[config.mk]
export PLATFORM = sky130hd
export DESIGN_NAME = haptic_pattern_sequencer_unit_flat
export DESIGN_NICKNAME = d
export VERILOG_FILES = /design/src/rtl/hps_pkg.sv /design/src/rtl/hps_if.sv /design/src/rtl/hps_front.sv /design/src/rtl/hps_queue.sv /design/src/rtl/hps_back.sv /design/src/rtl/haptic_pattern_sequencer_unit.sv /design/src/flat_wrapper.sv
export SDC_FILE = /design/constraint.sdc
export NUM_CORES = 1
export LEC_CHECK = 0
export BUFFER_PORTS_ARGS = -buffer_cell sky130_fd_sc_hd__buf_2
export CORE_MARGIN = 10
export CORE_UTILIZATION = 45
export CTS_CLUSTER_DIAMETER = 30
export CTS_CLUSTER_SIZE = 24
export DETAILED_ROUTE_END_ITERATION = 16
export GPL_TIMING_DRIVEN = 0
export HOLD_SLACK_MARGIN = 0.08
export PLACE_DENSITY_LB_ADDON = 0.08
export SLEW_MARGIN = 15
export SYNTH_ARGS = -nofsm -noshare
export SYNTH_HDL_FRONTEND = slang
export SYNTH_HIERARCHICAL = 1
export SYNTH_SLANG_ARGS = --single-unit
[constraint.sdc]
create_clock -name clk -period 3 [get_ports clk]
set_input_delay 0.45 -clock clk [delete_from_list [all_inputs] [get_ports clk]]
set_output_delay 0.45 -clock clk [all_outputs]
set_load 0.02 [all_outputs]
[src/rtl/hps_pkg.sv]
// ----------------------------------------------------------------------------
// hps_pkg
// Shared types, constants and the duty pattern ROM for the haptic sequencer.
// ----------------------------------------------------------------------------
package hps_pkg;

  localparam int ROM_ROWS    = 4;
  localparam int ROM_COLS    = 31;
  localparam int STEP_W      = 5;
  localparam int SEL_W       = 2;
  localparam int DUTY_W      = 8;
  localparam int CNT_W       = 8;

  localparam logic REQ_TICK = 1'b0;
  localparam logic REQ_CFG  = 1'b1;

  localparam logic [DUTY_W-1:0] DUTY_ROM [ROM_ROWS][ROM_COLS] = '{
    '{8'd64, 8'd127, 8'd255, 8'd255, 8'd255, 8'd255, 8'd255, 8'd127, 8'd64, 8'd0,
      8'd0, 8'd64, 8'd127, 8'd255, 8'd255, 8'd255, 8'd255, 8'd255, 8'd127, 8'd64,
      8'd0, 8'd0, 8'd0, 8'd0, 8'd0, 8'd0, 8'd0, 8'd0, 8'd0, 8'd0, 8'd0},
    '{8'd64, 8'd127, 8'd255, 8'd255, 8'd127, 8'd64, 8'd0, 8'd0, 8'd64, 8'd127,
      8'd255, 8'd255, 8'd255, 8'd255, 8'd255, 8'd255, 8'd255, 8'd255, 8'd127, 8'd64,
      8'd0, 8'd0, 8'd0, 8'd0, 8'd0, 8'd0, 8'd0, 8'd0, 8'd0, 8'd0, 8'd0},
    '{8'd35, 8'd50, 8'd65, 8'd80, 8'd95, 8'd110, 8'd125, 8'd140, 8'd155, 8'd170,
      8'd185, 8'd200, 8'd215, 8'd230, 8'd245, 8'd255, 8'd255, 8'd255, 8'd127, 8'd64,
      8'd0, 8'd0, 8'd0, 8'd0, 8'd0, 8'd0, 8'd0, 8'd0, 8'd0, 8'd0, 8'd0},
    '{8'd0, 8'd0, 8'd0, 8'd0, 8'd0, 8'd0, 8'd0, 8'd0, 8'd0, 8'd0,
      8'd0, 8'd0, 8'd0, 8'd0, 8'd0, 8'd0, 8'd0, 8'd0, 8'd0, 8'd0,
      8'd0, 8'd0, 8'd0, 8'd0, 8'd0, 8'd0, 8'd0, 8'd0, 8'd0, 8'd0, 8'd0}
  };

  // classified request as it travels from front to back
  typedef struct packed {
    logic             is_cfg;
    logic [SEL_W-1:0] sel;
    logic             cnt_zero;
    logic [CNT_W-1:0] cnt;
    logic [CNT_W-1:0] cnt_next;
  } hps_op_t;

  function automatic logic [DUTY_W-1:0] rom_read(input logic [SEL_W-1:0]  pat,
                                                 input logic [STEP_W-1:0] step);
    logic [DUTY_W-1:0] val;
    if (step >= STEP_W'(ROM_COLS)) begin
      val = '0;
    end else begin
      val = DUTY_ROM[pat][step];
    end
    return val;
  endfunction

endpackage

[src/rtl/hps_if.sv]
// ----------------------------------------------------------------------------
// hps_if
// Request and result channels of the haptic sequencer.
// ----------------------------------------------------------------------------
interface hps_in_if;
  logic                        valid;
  logic                        ready;
  logic                        req_type;
  logic [hps_pkg::SEL_W-1:0]   pattern_sel;
  logic [hps_pkg::CNT_W-1:0]   repeat_count;

  modport source (output valid, req_type, pattern_sel, repeat_count, input ready);
  modport sink   (input valid, req_type, pattern_sel, repeat_count, output ready);
endinterface

interface hps_out_if;
  logic                        valid;
  logic                        ready;
  logic [hps_pkg::DUTY_W-1:0]  duty;
  logic                        motor_enabled;
  logic                        busy_res;

  modport source (output valid, duty, motor_enabled, busy_res, input ready);
  modport sink   (input valid, duty, motor_enabled, busy_res, output ready);
endinterface

[src/rtl/hps_front.sv]
// ----------------------------------------------------------------------------
// hps_front
// Accepts requests, clamps the selector and precomputes the repeat values.
// ----------------------------------------------------------------------------
module hps_front #(
  parameter int PATTERN_COUNT = 3
) (
  hps_in_if.sink             in_ch,
  output logic               push_valid,
  input  logic               push_ready,
  output hps_pkg::hps_op_t   push_op
);

  localparam logic [hps_pkg::SEL_W:0]   PCNT    = (hps_pkg::SEL_W+1)'(PATTERN_COUNT);
  localparam logic [hps_pkg::SEL_W-1:0] SEL_MAX = hps_pkg::SEL_W'(PATTERN_COUNT - 1);
  localparam logic [hps_pkg::CNT_W-1:0] CNT_MAX = '1;

  always_comb begin
    push_op.is_cfg   = (in_ch.req_type == hps_pkg::REQ_CFG);
    push_op.sel      = ({1'b0, in_ch.pattern_sel} >= PCNT) ? SEL_MAX : in_ch.pattern_sel;
    push_op.cnt      = in_ch.repeat_count;
    push_op.cnt_zero = (in_ch.repeat_count == '0);
    // count plus one, saturating
    push_op.cnt_next = (in_ch.repeat_count == CNT_MAX) ? CNT_MAX
                                                       : in_ch.repeat_count + 1'b1;
  end

  assign push_valid  = in_ch.valid;
  assign in_ch.ready = push_ready;

endmodule

[src/rtl/hps_queue.sv]
// ----------------------------------------------------------------------------
// hps_queue
// Two-entry request queue between front and back.
// ----------------------------------------------------------------------------
module hps_queue (
  input  logic               clk,
  input  logic               rst_n,
  input  logic               push_valid,
  output logic               push_ready,
  input  hps_pkg::hps_op_t   push_op,
  output logic               pop_valid,
  input  logic               pop_ready,
  output hps_pkg::hps_op_t   pop_op
);

  hps_pkg::hps_op_t slot_r [2];
  logic             wr_ptr_r, wr_ptr_nxt;
  logic             rd_ptr_r, rd_ptr_nxt;
  logic [1:0]       count_r, count_nxt;
  logic             push, pop;

  assign push_ready = (count_r != 2'd2);
  assign pop_valid  = (count_r != 2'd0);
  assign pop_op     = slot_r[rd_ptr_r];
  assign push       = push_valid && push_ready;
  assign pop        = pop_valid && pop_ready;

  always_comb begin
    wr_ptr_nxt = push ? ~wr_ptr_r : wr_ptr_r;
    rd_ptr_nxt = pop  ? ~rd_ptr_r : rd_ptr_r;
    count_nxt  = count_r + {1'b0, push} - {1'b0, pop};
  end

  always_ff @(posedge clk) begin
    if (!rst_n) begin
      wr_ptr_r <= 1'b0;
      rd_ptr_r <= 1'b0;
      count_r  <= 2'd0;
    end else begin
      wr_ptr_r <= wr_ptr_nxt;
      rd_ptr_r <= rd_ptr_nxt;
      count_r  <= count_nxt;
    end
  end

  always_ff @(posedge clk) begin
    if (push) begin
      slot_r[wr_ptr_r] <= push_op;
    end
  end

endmodule

[src/rtl/hps_back.sv]
// ----------------------------------------------------------------------------
// hps_back
// Executes ticks and configure requests and holds the result register.
// ----------------------------------------------------------------------------
module hps_back #(
  parameter int STEPS_PER_PATTERN = 20
) (
  input  logic               clk,
  input  logic               rst_n,
  input  logic               pop_valid,
  output logic               pop_ready,
  input  hps_pkg::hps_op_t   pop_op,
  hps_out_if.source          out_ch
);

  localparam logic [hps_pkg::STEP_W-1:0] STEP_LIMIT = hps_pkg::STEP_W'(STEPS_PER_PATTERN);

  logic [hps_pkg::SEL_W-1:0]  active_r, active_nxt;
  logic [hps_pkg::SEL_W-1:0]  queued_r, queued_nxt;
  logic [hps_pkg::STEP_W-1:0] step_r, step_nxt;
  logic [hps_pkg::CNT_W-1:0]  repeats_r, repeats_nxt;
  logic [hps_pkg::DUTY_W-1:0] duty_r, duty_nxt;
  logic                       on_r, on_nxt;
  logic                       busy_r, busy_nxt;
  logic                       out_valid_r, out_valid_nxt;
  logic                       pop;
  logic                       running;

  assign pop_ready = !out_valid_r || out_ch.ready;
  assign pop       = pop_valid && pop_ready;
  assign running   = (repeats_r != '0);

  always_comb begin
    active_nxt  = active_r;
    queued_nxt  = queued_r;
    step_nxt    = step_r;
    repeats_nxt = repeats_r;
    duty_nxt    = duty_r;
    on_nxt      = on_r;
    busy_nxt    = busy_r;
    if (pop) begin
      if (pop_op.is_cfg) begin
        queued_nxt = pop_op.sel;
        if (!running && !pop_op.cnt_zero) begin
          busy_nxt    = 1'b1;
          active_nxt  = pop_op.sel;
          repeats_nxt = pop_op.cnt;
          on_nxt      = 1'b1;
        end else if (running && pop_op.cnt_zero) begin
          repeats_nxt = hps_pkg::CNT_W'(1);
        end else if (running) begin
          repeats_nxt = pop_op.cnt_next;
        end
      end else if (running) begin
        if (step_r >= STEP_LIMIT) begin
          // end of pass
          repeats_nxt = repeats_r - 1'b1;
          if (repeats_r == hps_pkg::CNT_W'(1)) begin
            duty_nxt = '0;
            on_nxt   = 1'b0;
            busy_nxt = 1'b0;
          end
          step_nxt   = '0;
          active_nxt = queued_r;
        end else begin
          on_nxt   = 1'b1;
          duty_nxt = hps_pkg::rom_read(active_r, step_r);
          step_nxt = step_r + 1'b1;
        end
      end
    end
  end

  always_comb begin
    if (pop) begin
      out_valid_nxt = 1'b1;
    end else if (out_ch.ready) begin
      out_valid_nxt = 1'b0;
    end else begin
      out_valid_nxt = out_valid_r;
    end
  end

  always_ff @(posedge clk) begin
    if (!rst_n) begin
      active_r    <= '0;
      queued_r    <= '0;
      step_r      <= '0;
      repeats_r   <= hps_pkg::CNT_W'(1);
      duty_r      <= '0;
      on_r        <= 1'b0;
      busy_r      <= 1'b0;
      out_valid_r <= 1'b0;
    end else begin
      active_r    <= active_nxt;
      queued_r    <= queued_nxt;
      step_r      <= step_nxt;
      repeats_r   <= repeats_nxt;
      duty_r      <= duty_nxt;
      on_r        <= on_nxt;
      busy_r      <= busy_nxt;
      out_valid_r <= out_valid_nxt;
    end
  end

  assign out_ch.valid         = out_valid_r;
  assign out_ch.duty          = duty_r;
  assign out_ch.motor_enabled = on_r;
  assign out_ch.busy_res      = busy_r;

`ifndef SYNTH
  a_busy_has_motor: assert property (@(posedge clk) disable iff (!rst_n)
    busy_r |-> on_r)
    else $error("busy without motor enabled");

  a_idle_is_quiet: assert property (@(posedge clk) disable iff (!rst_n)
    !running |-> (duty_r == '0) && !on_r && !busy_r)
    else $error("idle with motor state left over");

  a_step_bound: assert property (@(posedge clk) disable iff (!rst_n)
    step_r <= STEP_LIMIT)
    else $error("step position past pattern end");

  a_no_overwrite: assert property (@(posedge clk) disable iff (!rst_n)
    (out_valid_r && !out_ch.ready) |=> $stable(duty_r) && $stable(repeats_r))
    else $error("state changed while result stalled");
`endif

endmodule

[src/rtl/haptic_pattern_sequencer_unit.sv]
// ----------------------------------------------------------------------------
// haptic_pattern_sequencer_unit
// Vibration pattern sequencer: plays duty steps from a pattern ROM per tick.
// ----------------------------------------------------------------------------
//  channel  dir  handshake     payload
//  in_ch    in   valid/ready   req_type, pattern_sel, repeat_count
//  out_ch   out  valid/ready   duty, motor_enabled, busy_res
//
//  One request per cycle sustained while out_ch.ready stays high; a request is
//  registered in the queue and then in the back end before it shows on out_ch.
//  The back end updates state once per popped request; the two-entry
//  queue absorbs short output stalls before in_ch.ready drops.
//  Reset (rst_n low, synchronous) arms one wakeup pass with busy clear.
//  A stalled result holds all state until out_ch.ready is seen.
// ----------------------------------------------------------------------------
module haptic_pattern_sequencer_unit #(
  parameter int STEPS_PER_PATTERN = 20,
  parameter int PATTERN_COUNT     = 3
) (
  input  logic       clk,
  input  logic       rst_n,
  hps_in_if.sink     in_ch,
  hps_out_if.source  out_ch
);

  logic             push_valid, push_ready;
  logic             pop_valid, pop_ready;
  hps_pkg::hps_op_t push_op, pop_op;

  hps_front #(
    .PATTERN_COUNT (PATTERN_COUNT)
  ) u_front (
    .in_ch      (in_ch),
    .push_valid (push_valid),
    .push_ready (push_ready),
    .push_op    (push_op)
  );

  hps_queue u_queue (
    .clk        (clk),
    .rst_n      (rst_n),
    .push_valid (push_valid),
    .push_ready (push_ready),
    .push_op    (push_op),
    .pop_valid  (pop_valid),
    .pop_ready  (pop_ready),
    .pop_op     (pop_op)
  );

  hps_back #(
    .STEPS_PER_PATTERN (STEPS_PER_PATTERN)
  ) u_back (
    .clk       (clk),
    .rst_n     (rst_n),
    .pop_valid (pop_valid),
    .pop_ready (pop_ready),
    .pop_op    (pop_op),
    .out_ch    (out_ch)
  );

endmodule
[src/flat_wrapper.sv]
// flat-port wrapper written by rule: the top's interface ports become plain ports
module haptic_pattern_sequencer_unit_flat 
#(
  parameter int STEPS_PER_PATTERN = 20,
  parameter int PATTERN_COUNT     = 3
)
  (clk, rst_n, in_ch_valid, in_ch_req_type, in_ch_pattern_sel, in_ch_repeat_count, in_ch_ready, out_ch_valid, out_ch_duty, out_ch_motor_enabled, out_ch_busy_res, out_ch_ready);
  hps_in_if in_ch_i ();
  hps_out_if out_ch_i ();
  input  logic clk;
  input  logic rst_n;
  input wire logic [$bits(in_ch_i.valid)-1:0] in_ch_valid;
  input wire logic [$bits(in_ch_i.req_type)-1:0] in_ch_req_type;
  input wire logic [$bits(in_ch_i.pattern_sel)-1:0] in_ch_pattern_sel;
  input wire logic [$bits(in_ch_i.repeat_count)-1:0] in_ch_repeat_count;
  output wire logic [$bits(in_ch_i.ready)-1:0] in_ch_ready;
  output wire logic [$bits(out_ch_i.valid)-1:0] out_ch_valid;
  output wire logic [$bits(out_ch_i.duty)-1:0] out_ch_duty;
  output wire logic [$bits(out_ch_i.motor_enabled)-1:0] out_ch_motor_enabled;
  output wire logic [$bits(out_ch_i.busy_res)-1:0] out_ch_busy_res;
  input wire logic [$bits(out_ch_i.ready)-1:0] out_ch_ready;
  assign in_ch_i.valid = in_ch_valid;
  assign in_ch_i.req_type = in_ch_req_type;
  assign in_ch_i.pattern_sel = in_ch_pattern_sel;
  assign in_ch_i.repeat_count = in_ch_repeat_count;
  assign in_ch_ready = in_ch_i.ready;
  assign out_ch_valid = out_ch_i.valid;
  assign out_ch_duty = out_ch_i.duty;
  assign out_ch_motor_enabled = out_ch_i.motor_enabled;
  assign out_ch_busy_res = out_ch_i.busy_res;
  assign out_ch_i.ready = out_ch_ready;
  haptic_pattern_sequencer_unit #(.STEPS_PER_PATTERN(STEPS_PER_PATTERN), .PATTERN_COUNT(PATTERN_COUNT)) u_core (.clk(clk), .rst_n(rst_n), .in_ch(in_ch_i), .out_ch(out_ch_i));
endmodule
==> impl_metrics.csv <==
group,metric,value,unit
clocking,clk_path_buf_depth,2,
synthesis,syn_nets,458,
die,die_x,117.8,um
routing,routed_wl,10.43,mm
worst_setup_path,arrival,2.81,ns
global_routing,antenna_found_initial,0,
die,num_rows,35,
global_routing,grt_use_met2,26.26,%
clocking,clk_pin_slew,0.09,ns
status,status,"finished, final reports clean",
worst_setup_path,cp-start-kind,"flop",
routing,first_pass_iters,5,
synthesis,ys_ff_latch,73,
clocking,cts_root_buf,"clkbuf_8",
layout,layout.filler_cells,923,
layout,syn2layout_area_growth,12.21,%
synthesis,synthTopCellsByArea,"edfxtp_1 28%, dfxtp_1 15%, mux2_2 6.0%, ha_1 4.9%, a21oi_1 2.8%",
placement,dpl.hpwl,7.700,mm
synthesis,netlist_area,4303,um^2
global_routing,grt.busiest_layer,"met2",
clocking,numCtsBuffers,9,
global_routing,grt_pass1_vias,3444,
layout,layout-drive-gt1-share,22.06,%
global_routing,grt_max_degree,21,
die,start_util,46.35,%
synthesis,synth_edf_count,40,
synthesis,synthFlopType,"edfxtp_1",
timing,tightest_slew,1.011,ns
worst_setup_path,r2r_cells,7,
routing,drt-initial-drc-count,321,
timing,finClkSkew,0.01533,ns
worst_setup_path,reg2reg_slack,0.40,ns
routing,ant_nets,0,
layout,n_antenna_cell,0,
die,coreArea,9284,um^2
power,p_per_area,748.0,nW/um^2
timing,setup_tns,0,ns
worst_setup_path,r2r-end,"u_core/u_back/active_r[1]",
placement,pre_cts_ws,0.07955,ns
synthesis,ys_seq_area_share,43.27,%
worst_setup_path,critPathCaptureType,"flop",
layout,final_area,4828,um^2
timing,setup_viol,0,
clocking,cts_sinks,73,
worst_hold_path,min_to,"u_core/u_queue/slot_r[1][19]",
routing,drcViolationCount,0,
synthesis,yosysTopAreaCellShare,27.92,%
timing,timing.fmax,0.3847,GHz
clocking,cts_max_level,3,
routing,vias_per_cell,5.688,
global_routing,grt-ovfl-total,0,
die,ios,27,
clocking,cts_setup_buffers,0,
global_routing,grt_usage,14.82,%
timing,post-route-period-util,86.64,%
layout,fin_nets,494,
timing,relSlewSlack,32.61,%
routing,via_count,3390,
synthesis,netlist_top_cells_count,"40 x edfxtp_1, 33 x dfxtp_1, 27 x nand2_1, 24 x a21oi_1, 23 x mux2_2",
timing,slew_violations,0,
placement,port_buffers,24,
die,die_height,117.8,um
worst_setup_path,critical_path_class,"reg2reg",
timing,grt_setup_unrepaired,"false",
global_routing,use_met3,2.542,%
synthesis,ys.warnings.count,6,
worst_hold_path,hp-start,"in_ch_req_type",
worst_setup_path,worstPathRequired,3.21,ns
timing,finalWorstSetupSlack,0.4009,ns
placement,routabilityCongestion,0.9238,
global_routing,grt_pass1_wl,17.20,mm
timing,min_period,2.599,ns
placement,dpl_cell_area,4602,um^2
synthesis,synth_top_area_cell,"edfxtp_1",
power,total_leakage_power,1.746,nW
die,dieArea,13870,um^2
routing,wl_per_cell,17.50,um
flow_run,drv_cap,0,
layout,finalCoreUtilization,52.01,%
synthesis,postSynthCellCount,426,
layout,ff_latch_area,1862,um^2
clocking,clk_latency,0.34,ns
timing,hold_viol,0,
synthesis,async_reset_ff_share,0,%
global_routing,use_met1,17.18,%
layout,multi_input_area,2201,um^2
synthesis,syn_area_per_cell,10.10,um^2
worst_hold_path,hp-class,"in2reg",
worst_setup_path,crit_fanout,10,
clocking,cts_tree,"done",
power,peakVddDrop,0.0003426,V
synthesis,yosysUniqueCellTypes,73,
worst_hold_path,whs_path_depth,1,
synthesis,synthMostInstantiatedCell,"edfxtp_1",
timing,hold_ws,0.2907,ns
-- power breakdown --
part	total, mW	internal [mW]	switching, mW
sequential	1.34	1.24	0.102
combinational	1.42	0.574	0.844
clock	0.855	0.475	0.380
total	3.61	2.29	1.33
-- logic make-up after synthesis --
family	after synthesis	share of synthesized area (%)
compound gates	114	18.50
xor+xnor	9	1.832
fa+ha+maj	17	4.943
buf+inv	52	5.786
flops	73	43.27
mux	34	8.985
simple gates	127	16.69
-- cell type report --
cell class	instances	area share, %
multi-input cells	301	45.58
flip-flops and latches	73	38.56
plain buffers	34	3.783
well taps	129	3.343
repair buffers	25	2.799
clock buffers	10	2.643
clock inverters	6	1.892
inverters	18	1.399
-- worst max-delay path, cell delays in order, from the launching register on --
cell and delay, ns:
dfxtp_1 0.32, buf_4 0.18, mux2_2 0.32, clkinv_1 0.37, nor4_4 0.73, o21ai_2 0.21
a211oi_1 0.27, a211oi_1 0.08
-- sequential cells by signal, summed over array words and instances (netlist names), named ones only --
| signal | count |
|---|---|
| u_core/u_back/active_r | 2 |
| u_core/u_back/out_ch.busy_res | 1 |
| u_core/u_back/out_ch.duty | 8 |
| u_core/u_back/out_ch.motor_enabled | 1 |
| u_core/u_back/out_ch.valid | 1 |
| u_core/u_back/queued_r | 2 |
| u_core/u_back/repeats_r | 8 |
| u_core/u_back/step_r | 5 |
| u_core/u_queue/count_r | 2 |
| u_core/u_queue/rd_ptr_r | 1 |
| u_core/u_queue/slot_r | 40 |
| u_core/u_queue/wr_ptr_r | 1 |
-- cells in the final DEF (no fill, tap or decap), drive strengths merged, types with 3 or more instances in the layout --
cell     count
o32ai        4
o311ai       3
ha          17
or3          3
inv         17
a22o         5
clkinv       5
nand2b      10
a21oi       24
mux2        24
a31oi       10
nand2       27
edfxtp      40
nor4         6
mux2i        9
a221oi       3
dfxtp       33
and3         4
nand4        4
nor3         9
o21ai       25
and2         5
nor2b       14
a211oi       8
buf         43
o2111ai      4
xnor2        7
nand3       16
nor2        18
clkbuf      26
o211ai       6
-- per-layer routing --
layer / part of all wire (%) / vias to the layer above / routed length (um)
met5: 0 / - / 0
met4: 2.2 / 0 / 229
met3: 2.7 / 16 / 286
met2: 52 / 75 / 5390
met1: 43 / 1634 / 4526
li1: - / 1665 / -
-- through the flow --
step / power, mW / std cells
2_1_floorplan: 2.406 / 426
3_3_place_gp: 2.748 / 579
3_5_place_dp: 2.773 / 580
4_1_cts: 3.643 / 596
5_1_grt: 3.835 / 596
6_report: 3.612 / 596
-- what timing repair did --
| action | 4_1_cts | 5_1_grt |
|---|---|---|
| setup endpoints to repair | 0 | 2 |
| gates resized for setup | 0 | 4 |
| hold buffers | 0 | 0 |
-- worst max-delay path by stage --
stage,start,endpoint,cells after the start
detailed placement,u_core/u_back/active_r[1],u_core/u_back/out_ch.duty[6],7
finish,flop,u_core/u_back/active_r[1],7
CTS,u_core/u_back/active_r[1],u_core/u_back/out_ch.duty[6],7
global route,u_core/u_back/active_r[1],u_core/u_back/out_ch.duty[0],8
global placement,u_core/u_back/active_r[1],u_core/u_back/out_ch.duty[6],7
floorplan,u_core/u_back/active_r[1],u_core/u_back/out_ch.duty[3],7
No activity file was read; power rests on OpenSTA's default activity.
